`config.mk`:
```
export PLATFORM = sky130hd
export DESIGN_NAME = stepper_velocity_pid_control
export DESIGN_NICKNAME = d
export VERILOG_FILES = /design/src/rtl/svpc_pkg.sv /design/src/rtl/stepper_velocity_pid_control.sv /design/src/rtl/svpc_mul.sv /design/src/rtl/svpc_div.sv
export SDC_FILE = /design/constraint.sdc
export NUM_CORES = 2
export LEC_CHECK = 0
export BUFFER_PORTS_ARGS = -buffer_cell sky130_fd_sc_hd__buf_2
export CAP_MARGIN = 20
export CORE_MARGIN = 2
export CORE_UTILIZATION = 62
export DETAILED_ROUTE_END_ITERATION = 12
export PLACE_DENSITY = 0.89
export SYNTH_ARGS = -nofsm -noshare
export SYNTH_HDL_FRONTEND = slang
export SYNTH_SLANG_ARGS = --single-unit
```
`constraint.sdc`:
```
create_clock -name aclk -period 14.2 [get_ports aclk]
set_input_delay 2.84 -clock aclk [delete_from_list [all_inputs] [get_ports aclk]]
set_output_delay 2.84 -clock aclk [all_outputs]
set_load 0.02 [all_outputs]
```
`src/rtl/svpc_pkg.sv`:
```
// Package: constants, codes and widths shared by the stepper velocity controller.
`default_nettype none
package svpc_pkg;
    localparam int WORD_W    = 32;
    localparam int MAG_W     = 42;
    localparam int PROD_W    = MAG_W + WORD_W;
    localparam int NUM_W     = 36;
    localparam int DEN_W     = 29;
    localparam int RATE_W    = 29;
    localparam int PERIOD_W  = 18;
    localparam int ACC_W     = 44;
    localparam int CFG_IDX_W = 3;

    localparam logic [57:0] PRODUCT_CAP = 58'd1 << 40;
    localparam logic [NUM_W-1:0] PERIOD_NUMERATOR = 36'd65536000000;
    localparam logic [DEN_W-1:0] TICKS_PER_SECOND = 29'd200;
    localparam logic signed [33:0] INTEGRAL_LIMIT = 34'sd131072000;
    localparam logic signed [ACC_W-1:0] RATE_LIMIT = 44'sd262144000;
    localparam logic [27:0] STOP_LEVEL = 28'd327680;
    localparam logic signed [33:0] UPDATE_LEVEL = 34'sd65536;

    localparam logic [WORD_W-1:0] GAIN_P_RESET = 32'd131072000;
    localparam logic [WORD_W-1:0] GAIN_I_RESET = 32'd16384;
    localparam logic [WORD_W-1:0] GAIN_D_RESET = 32'd6554;

    localparam logic [1:0] MODE_AUTO  = 2'd0;
    localparam logic [1:0] MODE_ESTOP = 2'd1;

    localparam logic [1:0] ACT_LEAVE   = 2'd0;
    localparam logic [1:0] ACT_DISABLE = 2'd1;
    localparam logic [1:0] ACT_ENABLE  = 2'd2;

    localparam logic [CFG_IDX_W-1:0] REG_GAIN_P    = 3'd0;
    localparam logic [CFG_IDX_W-1:0] REG_GAIN_I    = 3'd1;
    localparam logic [CFG_IDX_W-1:0] REG_GAIN_D    = 3'd2;
    localparam logic [CFG_IDX_W-1:0] REG_SIDE      = 3'd3;
    localparam logic [CFG_IDX_W-1:0] REG_HALF_BASE = 3'd4;
    localparam logic [CFG_IDX_W-1:0] REG_STEPS_M   = 3'd5;
endpackage
`default_nettype wire

```
`src/rtl/stepper_velocity_pid_control.sv`:
```
// Top level: wheel velocity PID with feedforward, step-rate clamp and period reload.
//
//  channel  direction  handshake            payload
//  s_       in         s_valid / s_ready    s_mode, s_linear_speed_target, s_turn_rate_target,
//                                           s_measured_speed
//  m_       out        m_valid / m_ready    m_timer_action, m_direction, m_period_write,
//                                           m_step_period_us, m_step_rate
//  cfg_     in         cfg_valid/cfg_ready  cfg_index, cfg_data
//
// Automatic mode: input transfer to result is set by five serial multiplies and one or two
// serial divides (speed error / 200, then the period when it is reloaded); other modes go
// straight from input transfer to the output register.
// One item in flight; the next is taken as soon as its result sits in the output register.
// Reset (aresetn low, synchronous) restores register defaults and clears PID state.
// m_ready low holds the result; s_ready stays low until that result can be stored.
`default_nettype none
module stepper_velocity_pid_control (
    input  wire logic                                 aclk,
    input  wire logic                                 aresetn,
    input  wire logic                                 s_valid,
    output logic                                      s_ready,
    input  wire logic [1:0]                           s_mode,
    input  wire logic signed [svpc_pkg::WORD_W-1:0]   s_linear_speed_target,
    input  wire logic signed [svpc_pkg::WORD_W-1:0]   s_turn_rate_target,
    input  wire logic signed [svpc_pkg::WORD_W-1:0]   s_measured_speed,
    output logic                                      m_valid,
    input  wire logic                                 m_ready,
    output logic [1:0]                                m_timer_action,
    output logic                                      m_direction,
    output logic                                      m_period_write,
    output logic [svpc_pkg::PERIOD_W-1:0]             m_step_period_us,
    output logic signed [svpc_pkg::RATE_W-1:0]        m_step_rate,
    input  wire logic                                 cfg_valid,
    output logic                                      cfg_ready,
    input  wire logic [svpc_pkg::CFG_IDX_W-1:0]       cfg_index,
    input  wire logic [svpc_pkg::WORD_W-1:0]          cfg_data
);
    import svpc_pkg::*;

    typedef enum logic [3:0] {
        ST_IDLE, ST_TURN, ST_ERR, ST_EDIV, ST_MGO, ST_MUL, ST_RATE, ST_DEC, ST_PDIV, ST_FIN
    } state_t;

    state_t state_reg;

    logic [WORD_W-1:0] gain_p_reg, gain_i_reg, gain_d_reg, half_base_reg, steps_m_reg;
    logic              side_reg;

    logic signed [WORD_W-1:0] err_int_reg, last_err_reg, last_rate_reg;
    logic signed [WORD_W-1:0] v_reg, meas_reg, tgt_reg, e_reg, integ_reg;
    logic signed [MAG_W-1:0]  d_reg;
    logic signed [ACC_W-1:0]  acc_reg;
    logic signed [RATE_W-1:0] f_reg;
    logic [1:0]               idx_reg;

    logic [1:0]          res_action_reg;
    logic                res_dir_reg, res_pw_reg;
    logic [PERIOD_W-1:0] res_period_reg;

    logic                     mul_start_reg, mul_neg_reg, mul_done;
    logic [MAG_W-1:0]         mul_mag_reg;
    logic [WORD_W-1:0]        mul_gain_reg;
    logic signed [MAG_W-1:0]  mul_res;
    logic                     div_start_reg, div_done;
    logic [NUM_W-1:0]         div_num_reg, div_quo;
    logic [DEN_W-1:0]         div_den_reg;

    logic                     m_valid_reg;
    logic [1:0]               m_action_reg;
    logic                     m_dir_reg, m_pw_reg;
    logic [PERIOD_W-1:0]      m_period_reg;
    logic signed [RATE_W-1:0] m_rate_reg;

    logic signed [MAG_W-1:0]  w_ext, op_sel;
    logic [MAG_W-1:0]         w_mag, op_mag;
    logic signed [MAG_W:0]    tsum;
    logic signed [WORD_W-1:0] tgt_sat, e_sat, integ_new;
    logic signed [WORD_W:0]   ediff, ddiff, qs;
    logic [WORD_W-1:0]        e_mag;
    logic signed [33:0]       isum, rdiff;
    logic signed [MAG_W-1:0]  d_new;
    logic signed [ACC_W-1:0]  f_clamp;
    logic [27:0]              f_mag;

    svpc_mul u_mul (
        .aclk(aclk), .aresetn(aresetn), .start(mul_start_reg), .mag(mul_mag_reg),
        .neg(mul_neg_reg), .gain(mul_gain_reg), .done(mul_done), .result(mul_res)
    );

    svpc_div u_div (
        .aclk(aclk), .aresetn(aresetn), .start(div_start_reg), .num(div_num_reg),
        .den(div_den_reg), .done(div_done), .quo(div_quo)
    );

    always_comb begin
        w_ext = MAG_W'(s_turn_rate_target);
        w_mag = w_ext[MAG_W-1] ? MAG_W'(-w_ext) : MAG_W'(w_ext);

        tsum = side_reg ? (MAG_W+1)'(v_reg) - (MAG_W+1)'(mul_res)
                        : (MAG_W+1)'(v_reg) + (MAG_W+1)'(mul_res);
        if (tsum > 43'sd2147483647)       tgt_sat = 32'sh7fffffff;
        else if (tsum < -43'sd2147483648) tgt_sat = 32'sh80000000;
        else                              tgt_sat = tsum[WORD_W-1:0];

        ediff = (WORD_W+1)'(tgt_reg) - (WORD_W+1)'(meas_reg);
        if (ediff > 33'sd2147483647)       e_sat = 32'sh7fffffff;
        else if (ediff < -33'sd2147483648) e_sat = 32'sh80000000;
        else                               e_sat = ediff[WORD_W-1:0];
        e_mag = e_sat[WORD_W-1] ? WORD_W'(-(WORD_W+1)'(e_sat)) : e_sat;

        qs = e_reg[WORD_W-1] ? -$signed({1'b0, div_quo[WORD_W-1:0]})
                             : $signed({1'b0, div_quo[WORD_W-1:0]});
        isum = 34'(err_int_reg) + 34'(qs);
        if (isum > INTEGRAL_LIMIT)       integ_new = WORD_W'(INTEGRAL_LIMIT);
        else if (isum < -INTEGRAL_LIMIT) integ_new = WORD_W'(-INTEGRAL_LIMIT);
        else                             integ_new = isum[WORD_W-1:0];
        ddiff = (WORD_W+1)'(e_reg) - (WORD_W+1)'(last_err_reg);
        d_new = (MAG_W'(ddiff) <<< 7) + (MAG_W'(ddiff) <<< 6) + (MAG_W'(ddiff) <<< 3);

        case (idx_reg)
            2'd0:    op_sel = MAG_W'(tgt_reg);
            2'd1:    op_sel = MAG_W'(e_reg);
            2'd2:    op_sel = MAG_W'(integ_reg);
            default: op_sel = d_reg;
        endcase
        op_mag = op_sel[MAG_W-1] ? MAG_W'(-op_sel) : MAG_W'(op_sel);

        if (acc_reg > RATE_LIMIT)       f_clamp = RATE_LIMIT;
        else if (acc_reg < -RATE_LIMIT) f_clamp = -RATE_LIMIT;
        else                            f_clamp = acc_reg;

        f_mag = f_reg[RATE_W-1] ? 28'(-f_reg) : 28'(f_reg);
        rdiff = 34'(last_rate_reg) - 34'(f_reg);
    end

    assign s_ready   = (state_reg == ST_IDLE);
    assign cfg_ready = 1'b1;
    assign m_valid          = m_valid_reg;
    assign m_timer_action   = m_action_reg;
    assign m_direction      = m_dir_reg;
    assign m_period_write   = m_pw_reg;
    assign m_step_period_us = m_period_reg;
    assign m_step_rate      = m_rate_reg;

    always_ff @(posedge aclk) begin
        if (!aresetn) begin
            gain_p_reg    <= GAIN_P_RESET;
            gain_i_reg    <= GAIN_I_RESET;
            gain_d_reg    <= GAIN_D_RESET;
            side_reg      <= 1'b0;
            half_base_reg <= '0;
            steps_m_reg   <= '0;
        end else if (cfg_valid) begin
            case (cfg_index)
                REG_GAIN_P:    gain_p_reg    <= cfg_data;
                REG_GAIN_I:    gain_i_reg    <= cfg_data;
                REG_GAIN_D:    gain_d_reg    <= cfg_data;
                REG_SIDE:      side_reg      <= cfg_data[0];
                REG_HALF_BASE: half_base_reg <= cfg_data;
                REG_STEPS_M:   steps_m_reg   <= cfg_data;
                default: ;
            endcase
        end
    end

    always_ff @(posedge aclk) begin
        if (!aresetn) begin
            state_reg     <= ST_IDLE;
            err_int_reg   <= '0;
            last_err_reg  <= '0;
            last_rate_reg <= '0;
            mul_start_reg <= 1'b0;
            div_start_reg <= 1'b0;
            m_valid_reg   <= 1'b0;
            idx_reg       <= '0;
        end else begin
            mul_start_reg <= 1'b0;
            div_start_reg <= 1'b0;
            if (m_ready && state_reg != ST_FIN) begin
                m_valid_reg <= 1'b0;
            end
            case (state_reg)
                ST_IDLE: begin
                    if (s_valid) begin
                        v_reg          <= s_linear_speed_target;
                        meas_reg       <= s_measured_speed;
                        res_dir_reg    <= 1'b0;
                        res_pw_reg     <= 1'b0;
                        res_period_reg <= '0;
                        f_reg          <= '0;
                        if (s_mode == MODE_AUTO) begin
                            mul_mag_reg   <= w_mag;
                            mul_neg_reg   <= w_ext[MAG_W-1];
                            mul_gain_reg  <= half_base_reg;
                            mul_start_reg <= 1'b1;
                            state_reg     <= ST_TURN;
                        end else begin
                            res_action_reg <= (s_mode == MODE_ESTOP) ? ACT_DISABLE : ACT_LEAVE;
                            state_reg      <= ST_FIN;
                        end
                    end
                end
                ST_TURN: begin
                    if (mul_done) begin
                        tgt_reg   <= tgt_sat;
                        state_reg <= ST_ERR;
                    end
                end
                ST_ERR: begin
                    e_reg         <= e_sat;
                    div_num_reg   <= NUM_W'(e_mag);
                    div_den_reg   <= TICKS_PER_SECOND;
                    div_start_reg <= 1'b1;
                    state_reg     <= ST_EDIV;
                end
                ST_EDIV: begin
                    if (div_done) begin
                        integ_reg    <= integ_new;
                        err_int_reg  <= integ_new;
                        last_err_reg <= e_reg;
                        d_reg        <= d_new;
                        acc_reg      <= '0;
                        idx_reg      <= '0;
                        state_reg    <= ST_MGO;
                    end
                end
                ST_MGO: begin
                    mul_mag_reg <= op_mag;
                    mul_neg_reg <= op_sel[MAG_W-1];
                    case (idx_reg)
                        2'd0:    mul_gain_reg <= steps_m_reg;
                        2'd1:    mul_gain_reg <= gain_p_reg;
                        2'd2:    mul_gain_reg <= gain_i_reg;
                        default: mul_gain_reg <= gain_d_reg;
                    endcase
                    mul_start_reg <= 1'b1;
                    state_reg     <= ST_MUL;
                end
                ST_MUL: begin
                    if (mul_done) begin
                        acc_reg <= acc_reg + ACC_W'(mul_res);
                        if (idx_reg == 2'd3) begin
                            state_reg <= ST_RATE;
                        end else begin
                            idx_reg   <= idx_reg + 2'd1;
                            state_reg <= ST_MGO;
                        end
                    end
                end
                ST_RATE: begin
                    f_reg     <= f_clamp[RATE_W-1:0];
                    state_reg <= ST_DEC;
                end
                ST_DEC: begin
                    if (f_mag < STOP_LEVEL) begin
                        res_action_reg <= ACT_DISABLE;
                        err_int_reg    <= '0;
                        last_err_reg   <= '0;
                        state_reg      <= ST_FIN;
                    end else begin
                        res_action_reg <= ACT_ENABLE;
                        res_dir_reg    <= f_reg[RATE_W-1];
                        if (rdiff > UPDATE_LEVEL || rdiff < -UPDATE_LEVEL) begin
                            last_rate_reg <= WORD_W'(f_reg);
                            res_pw_reg    <= 1'b1;
                            div_num_reg   <= PERIOD_NUMERATOR;
                            div_den_reg   <= DEN_W'(f_mag);
                            div_start_reg <= 1'b1;
                            state_reg     <= ST_PDIV;
                        end else begin
                            state_reg <= ST_FIN;
                        end
                    end
                end
                ST_PDIV: begin
                    if (div_done) begin
                        res_period_reg <= div_quo[PERIOD_W-1:0];
                        state_reg      <= ST_FIN;
                    end
                end
                ST_FIN: begin
                    if (!m_valid_reg || m_ready) begin
                        m_valid_reg  <= 1'b1;
                        m_action_reg <= res_action_reg;
                        m_dir_reg    <= res_dir_reg;
                        m_pw_reg     <= res_pw_reg;
                        m_period_reg <= res_period_reg;
                        m_rate_reg   <= f_reg;
                        state_reg    <= ST_IDLE;
                    end
                end
                default: state_reg <= ST_IDLE;
            endcase
        end
    end

    a_pw_needs_enable: assert property (@(posedge aclk) disable iff (!aresetn)
        (m_valid && m_period_write) |-> (m_timer_action == ACT_ENABLE))
        else $error("period write without timer enable");

    a_idle_quiet: assert property (@(posedge aclk) disable iff (!aresetn)
        (m_valid && m_timer_action != ACT_ENABLE) |-> (!m_direction && !m_period_write))
        else $error("direction or period write while timer not enabled");

    a_one_in_flight: assert property (@(posedge aclk) disable iff (!aresetn)
        (s_valid && s_ready) |=> !s_ready)
        else $error("second item taken while one is in flight");

    a_units_exclusive: assert property (@(posedge aclk) disable iff (!aresetn)
        !(mul_start_reg && div_start_reg))
        else $error("multiplier and divider started together");
endmodule
`default_nettype wire

```
`src/rtl/svpc_mul.sv`:
```
// Bit-serial gain multiplier: (|a| * g) >> 16, capped at 2^40, sign applied.
`default_nettype none
module svpc_mul (
    input  wire logic                               aclk,
    input  wire logic                               aresetn,
    input  wire logic                               start,
    input  wire logic [svpc_pkg::MAG_W-1:0]         mag,
    input  wire logic                               neg,
    input  wire logic [svpc_pkg::WORD_W-1:0]        gain,
    output logic                                    done,
    output logic signed [svpc_pkg::MAG_W-1:0]       result
);
    import svpc_pkg::*;

    logic [PROD_W-1:0] prod_reg, prod_next;
    logic [MAG_W-1:0]  mcand_reg;
    logic              neg_reg;
    logic [4:0]        cnt_reg;
    logic              busy_reg;
    logic              done_reg;
    logic [MAG_W:0]    sum;
    logic [57:0]       shifted;
    logic [40:0]       capped;

    always_comb begin
        sum = {1'b0, prod_reg[PROD_W-1:WORD_W]} + (prod_reg[0] ? {1'b0, mcand_reg} : '0);
        prod_next = {sum, prod_reg[WORD_W-1:1]};
        shifted = prod_reg[PROD_W-1:16];
        capped = (shifted > PRODUCT_CAP) ? PRODUCT_CAP[40:0] : shifted[40:0];
        result = neg_reg ? -$signed({1'b0, capped}) : $signed({1'b0, capped});
    end

    assign done = done_reg;

    always_ff @(posedge aclk) begin
        if (!aresetn) begin
            busy_reg <= 1'b0;
            done_reg <= 1'b0;
            cnt_reg  <= '0;
        end else begin
            done_reg <= 1'b0;
            if (start) begin
                busy_reg  <= 1'b1;
                cnt_reg   <= '0;
                prod_reg  <= {{MAG_W{1'b0}}, gain};
                mcand_reg <= mag;
                neg_reg   <= neg;
            end else if (busy_reg) begin
                prod_reg <= prod_next;
                cnt_reg  <= cnt_reg + 5'd1;
                if (cnt_reg == 5'd31) begin
                    busy_reg <= 1'b0;
                    done_reg <= 1'b1;
                end
            end
        end
    end
endmodule
`default_nettype wire

```
`src/rtl/svpc_div.sv`:
```
// Bit-serial restoring divider, one quotient bit per cycle.
`default_nettype none
module svpc_div (
    input  wire logic                         aclk,
    input  wire logic                         aresetn,
    input  wire logic                         start,
    input  wire logic [svpc_pkg::NUM_W-1:0]   num,
    input  wire logic [svpc_pkg::DEN_W-1:0]   den,
    output logic                              done,
    output logic [svpc_pkg::NUM_W-1:0]        quo
);
    import svpc_pkg::*;

    logic [NUM_W-1:0] q_reg;
    logic [DEN_W-1:0] rem_reg, rem_next;
    logic [DEN_W-1:0] den_reg;
    logic [5:0]       cnt_reg;
    logic             busy_reg;
    logic             done_reg;
    logic [DEN_W:0]   trial;
    logic [DEN_W+1:0] diff;
    logic             ge;

    always_comb begin
        trial = {rem_reg, q_reg[NUM_W-1]};
        diff  = {1'b0, trial} - {2'b00, den_reg};
        ge    = !diff[DEN_W+1];
        rem_next = ge ? diff[DEN_W-1:0] : trial[DEN_W-1:0];
    end

    assign done = done_reg;
    assign quo  = q_reg;

    always_ff @(posedge aclk) begin
        if (!aresetn) begin
            busy_reg <= 1'b0;
            done_reg <= 1'b0;
            cnt_reg  <= '0;
        end else begin
            done_reg <= 1'b0;
            if (start) begin
                busy_reg <= 1'b1;
                cnt_reg  <= '0;
                q_reg    <= num;
                rem_reg  <= '0;
                den_reg  <= den;
            end else if (busy_reg) begin
                q_reg   <= {q_reg[NUM_W-2:0], ge};
                rem_reg <= rem_next;
                cnt_reg <= cnt_reg + 6'd1;
                if (cnt_reg == 6'(NUM_W - 1)) begin
                    busy_reg <= 1'b0;
                    done_reg <= 1'b1;
                end
            end
        end
    end
endmodule
`default_nettype wire

```
==> load_flow_metrics.sql <==
INSERT INTO impl_metrics (metric_group, metric, value, unit) VALUES
('routing', 'dr_vias', '51100', ''),
('clock_tree', 'postCtsSetupBuffers', '0', ''),
('power_and_ir_drop', 'pwr-share-comb', '19.3', '%'),
('job', 'max_cap_violations', '0', ''),
('floorplanning', 'placement_rows', '113', ''),
('routing', 'vias_per_instance', '6.54', ''),
('hold_path', 'min-delay-path-class', 'reg -> reg', ''),
('clock_tree', 'clock_path_buffers', '3', ''),
('placement', 'post-dp-hpwl', '132', 'mm'),
('sta', 'finalHoldViolCount', '0', ''),
('global_route', 'antenna_found_initial', '9', ''),
('logic_synthesis', 'synth-seq-area-share', '43.9', '%'),
('floorplanning', 'chipHeight', '315', 'µm'),
('final_layout', 'multiInputGateArea', '31400', 'µm²'),
('routing', 'drcViolationCount', '0', ''),
('global_route', 'global_route.overflow_total', '0', ''),
('logic_synthesis', 'ys_async_sr_fraction', '0', '%'),
('floorplanning', 'top_level_ports', '192', ''),
('sta', 'max_slew_violation_count', '0', ''),
('final_layout', 'final-seq-area', '26300', 'µm²'),
('power_and_ir_drop', 'share_clk_of_total_power', '35.7', '%'),
('sta', 'worst_slew_margin_rel', '20.9', '%'),
('sta', 'fin_setup_tns', '0', 'ns'),
('logic_synthesis', 'synth_largest_area_cell', 'sky130_fd_sc_hd__edfxtp_1', ''),
('logic_synthesis', 'netlist_area_before_placement', '59900', 'µm²'),
('status', 'status', 'finished clean', ''),
('final_layout', 'flow.area_growth_from_synthesis', '8.95', '%'),
('clock_tree', 'cts_hold_buf', '0', ''),
('routing', 'wl', '181', 'mm'),
('clock_tree', 'ctsRootBufferMaster', 'sky130_fd_sc_hd__clkbuf_16', ''),
('power_and_ir_drop', 'sum_of_internal_switching_and_leakage_power', '7.42', 'mW'),
('logic_synthesis', 'yosys-top-cells-count', 'sky130_fd_sc_hd__nand2_1 (832), sky130_fd_sc_hd__edfxtp_1 (690), sky130_fd_sc_hd__a21oi_1 (568), sky130_fd_sc_hd__nor2_1 (503), sky130_fd_sc_hd__inv_1 (339)', ''),
('logic_synthesis', 'netlist.area_leader.share', '34.6', '%'),
('clock_tree', 'cts_tree', 'yes', ''),
('logic_synthesis', 'syn_inst', '6386', ''),
('floorplanning', 'initial_standard_cell_utilization_of_the_core', '62.8', '%'),
('sta', 'achievable-frequency', '98.6', 'MHz'),
('routing', 'drtPass1Iterations', '10', ''),
('logic_synthesis', 'synth_enable_flop_cells', '690', ''),
('setup_path', 'path_depth', '28', ''),
('logic_synthesis', 'synth_area_per_cell', '9.37', 'µm²'),
('setup_path', 'timing_worst_setup_path_type', 'reg -> reg', ''),
('power_and_ir_drop', 'power.share.switching', '29.3', '%'),
('routing', 'antenna_violating_nets_post_route', '0', ''),
('sta', 'finalCritPeriodShare', '71.5', '%'),
('setup_path', 'ff2ff_setup_slack', '4.05', 'ns'),
('hold_path', 'whs_path_depth', '0', ''),
('logic_synthesis', 'synth-seq-cells', '968', ''),
('sta', 'finalSetupViolCount', '0', ''),
('clock_tree', 'htreeDepth', '3', ''),
('global_route', 'global_route_wire_length_before_repair', '275', 'mm'),
('logic_synthesis', 'syn_nets', '6893', ''),
('setup_path', 'critical-path-top-delay-family', 'simple AND/OR/NAND/NOR gates', ''),
('setup_path', 'critPathBufInv', '0', ''),
('setup_path', 'path_max_fanout', '31', ''),
('logic_synthesis', 'synthFlopType', 'sky130_fd_sc_hd__edfxtp_1', ''),
('sta', 'grt_setup_unrepaired', 'no', ''),
('setup_path', 'timing.reg2reg.worst_path_depth', '28', ''),
('final_layout', 'drive_above_1_share', '8.33', '%'),
('power_and_ir_drop', 'leakage', '24.9', 'nW'),
('logic_synthesis', 'netlist_top_cells_area', 'sky130_fd_sc_hd__edfxtp_1 (35%), sky130_fd_sc_hd__dfxtp_1 (9.3%), sky130_fd_sc_hd__ha_1 (6.9%), sky130_fd_sc_hd__nand2_1 (5.2%), sky130_fd_sc_hd__a21oi_1 (4.7%)', ''),
('power_and_ir_drop', 'internal_power', '5.25', 'mW'),
('clock_tree', 'cts.sinks', '968', ''),
('power_and_ir_drop', 'vdd_ir_drop_max', '0.104', 'mV'),
('final_layout', 'finalNonFillerCells', '7812', ''),
('placement', 'placed_cells_incl_taps', '7626', ''),
('power_and_ir_drop', 'power.density_cell_area', '114', 'nW/µm²'),
('floorplanning', 'die-area', '99000', 'µm²'),
('global_route', 'first_global_vias', '48200', ''),
('floorplanning', 'placeableCoreArea', '95300', 'µm²'),
('setup_path', 'cp-end-kind', 'register', '');
[final cells by class]
| type | count | area share (%) |
|---|---|---|
| Clock buffer | 131 | 4.17 |
| Timing Repair Buffer | 250 | 2.24 |
| Clock inverter | 51 | 0.775 |
| Tap cell | 1265 | 2.43 |
| Inverter | 341 | 1.97 |
| Sequential cell | 968 | 40.3 |
| Antenna cell | 2 | 0.00767 |
| Multi-Input combinational cell | 4804 | 48.1 |
[worst reg2reg max path, delay by kind of cell (launching register included)]
family          cells  cell delay, ns
flops               1            0.50
compound gates      9            3.63
simple gates       16            4.97
fa+ha+maj           2            0.76
xor+xnor            1            0.16
[cell families after synthesis]
family / count (synthesis) / synth area share, %
xor+xnor: 447 / 6.56
mux: 121 / 2.16
compound gates: 1704 / 18.3
buf+inv: 614 / 3.88
other cells: 2 / 0.0125
flops: 968 / 43.9
fa+ha+maj: 374 / 8.30
simple gates: 2156 / 16.9
[power groups by stage]
stage	Combinational [mW]	Sequential (mW)	Clock, mW
after CTS	1.40	3.34	2.65
after floorplan	1.03	3.34	0
after detailed placement	1.39	3.39	0
after global placement	1.35	3.39	0
final	1.43	3.34	2.65
after global routing	1.56	3.35	2.76
[per-layer routing]
metal / vias up / GRT usage, % / routed length, µm
li1: 23400 / - / -
met2: 2943 / 57.4 / 83300
met4: 14 / 13.8 / 7710
met5: - / 0 / 91
met1: 24300 / 48.0 / 69800
met3: 492 / 6.60 / 19700
[layout by cell type, fill, tap and decap left out, types with 26 or more instances in the layout]
master                      count
sky130_fd_sc_hd__nand2_1      832
sky130_fd_sc_hd__edfxtp_1     690
sky130_fd_sc_hd__a21oi_1      565
sky130_fd_sc_hd__nor2_1       495
sky130_fd_sc_hd__inv_1        338
sky130_fd_sc_hd__o21ai_0      326
sky130_fd_sc_hd__ha_1         325
sky130_fd_sc_hd__xnor2_1      293
sky130_fd_sc_hd__dfxtp_1      276
sky130_fd_sc_hd__buf_2        191
sky130_fd_sc_hd__xor2_1       153
sky130_fd_sc_hd__a21o_1       139
sky130_fd_sc_hd__nor3_1       133
sky130_fd_sc_hd__nand3_1      113
sky130_fd_sc_hd__and2_1       105
sky130_fd_sc_hd__clkbuf_16    101
sky130_fd_sc_hd__o31ai_1       70
sky130_fd_sc_hd__nand2b_1      67
sky130_fd_sc_hd__mux2_2        63
sky130_fd_sc_hd__o21a_1        61
sky130_fd_sc_hd__mux2i_1       58
sky130_fd_sc_hd__buf_4         56
sky130_fd_sc_hd__or3_1         54
sky130_fd_sc_hd__nor2b_1       54
sky130_fd_sc_hd__a222oi_1      54
sky130_fd_sc_hd__nor4_1        53
sky130_fd_sc_hd__and3_1        48
sky130_fd_sc_hd__a211oi_1      43
sky130_fd_sc_hd__nand4_1       43
sky130_fd_sc_hd__a31oi_1       42
sky130_fd_sc_hd__o21bai_1      41
sky130_fd_sc_hd__fa_1          40
sky130_fd_sc_hd__o211ai_1      34
sky130_fd_sc_hd__o21ai_1       33
sky130_fd_sc_hd__a22o_1        32
sky130_fd_sc_hd__or4_1         30
sky130_fd_sc_hd__or2_2         26
sky130_fd_sc_hd__o41ai_1       26
[per-stage QoR]
stage	setup slack, ns	area (µm²)
2_1_floorplan	5.23	59900
4_1_cts	4.18	65200
6_report	4.05	65200
5_1_grt	3.41	65200
3_3_place_gp	4.32	61900
3_5_place_dp	4.21	62000
[final timing paths]
path                                                        from                             end
worst max-delay path            u_mul.prod_reg[44]$_SDFFCE_PP0P_        tgt_reg[3]$_SDFFCE_PN1P_
worst min-delay path            res_period_reg[16]$_SDFFCE_PN0P_  m_step_period_us[16]$_DFFE_PP_
worst max register to register  u_mul.prod_reg[44]$_SDFFCE_PP0P_        tgt_reg[3]$_SDFFCE_PN1P_
worst min register to register  res_period_reg[16]$_SDFFCE_PN0P_  m_step_period_us[16]$_DFFE_PP_
Power figures use the tool's default switching activity.
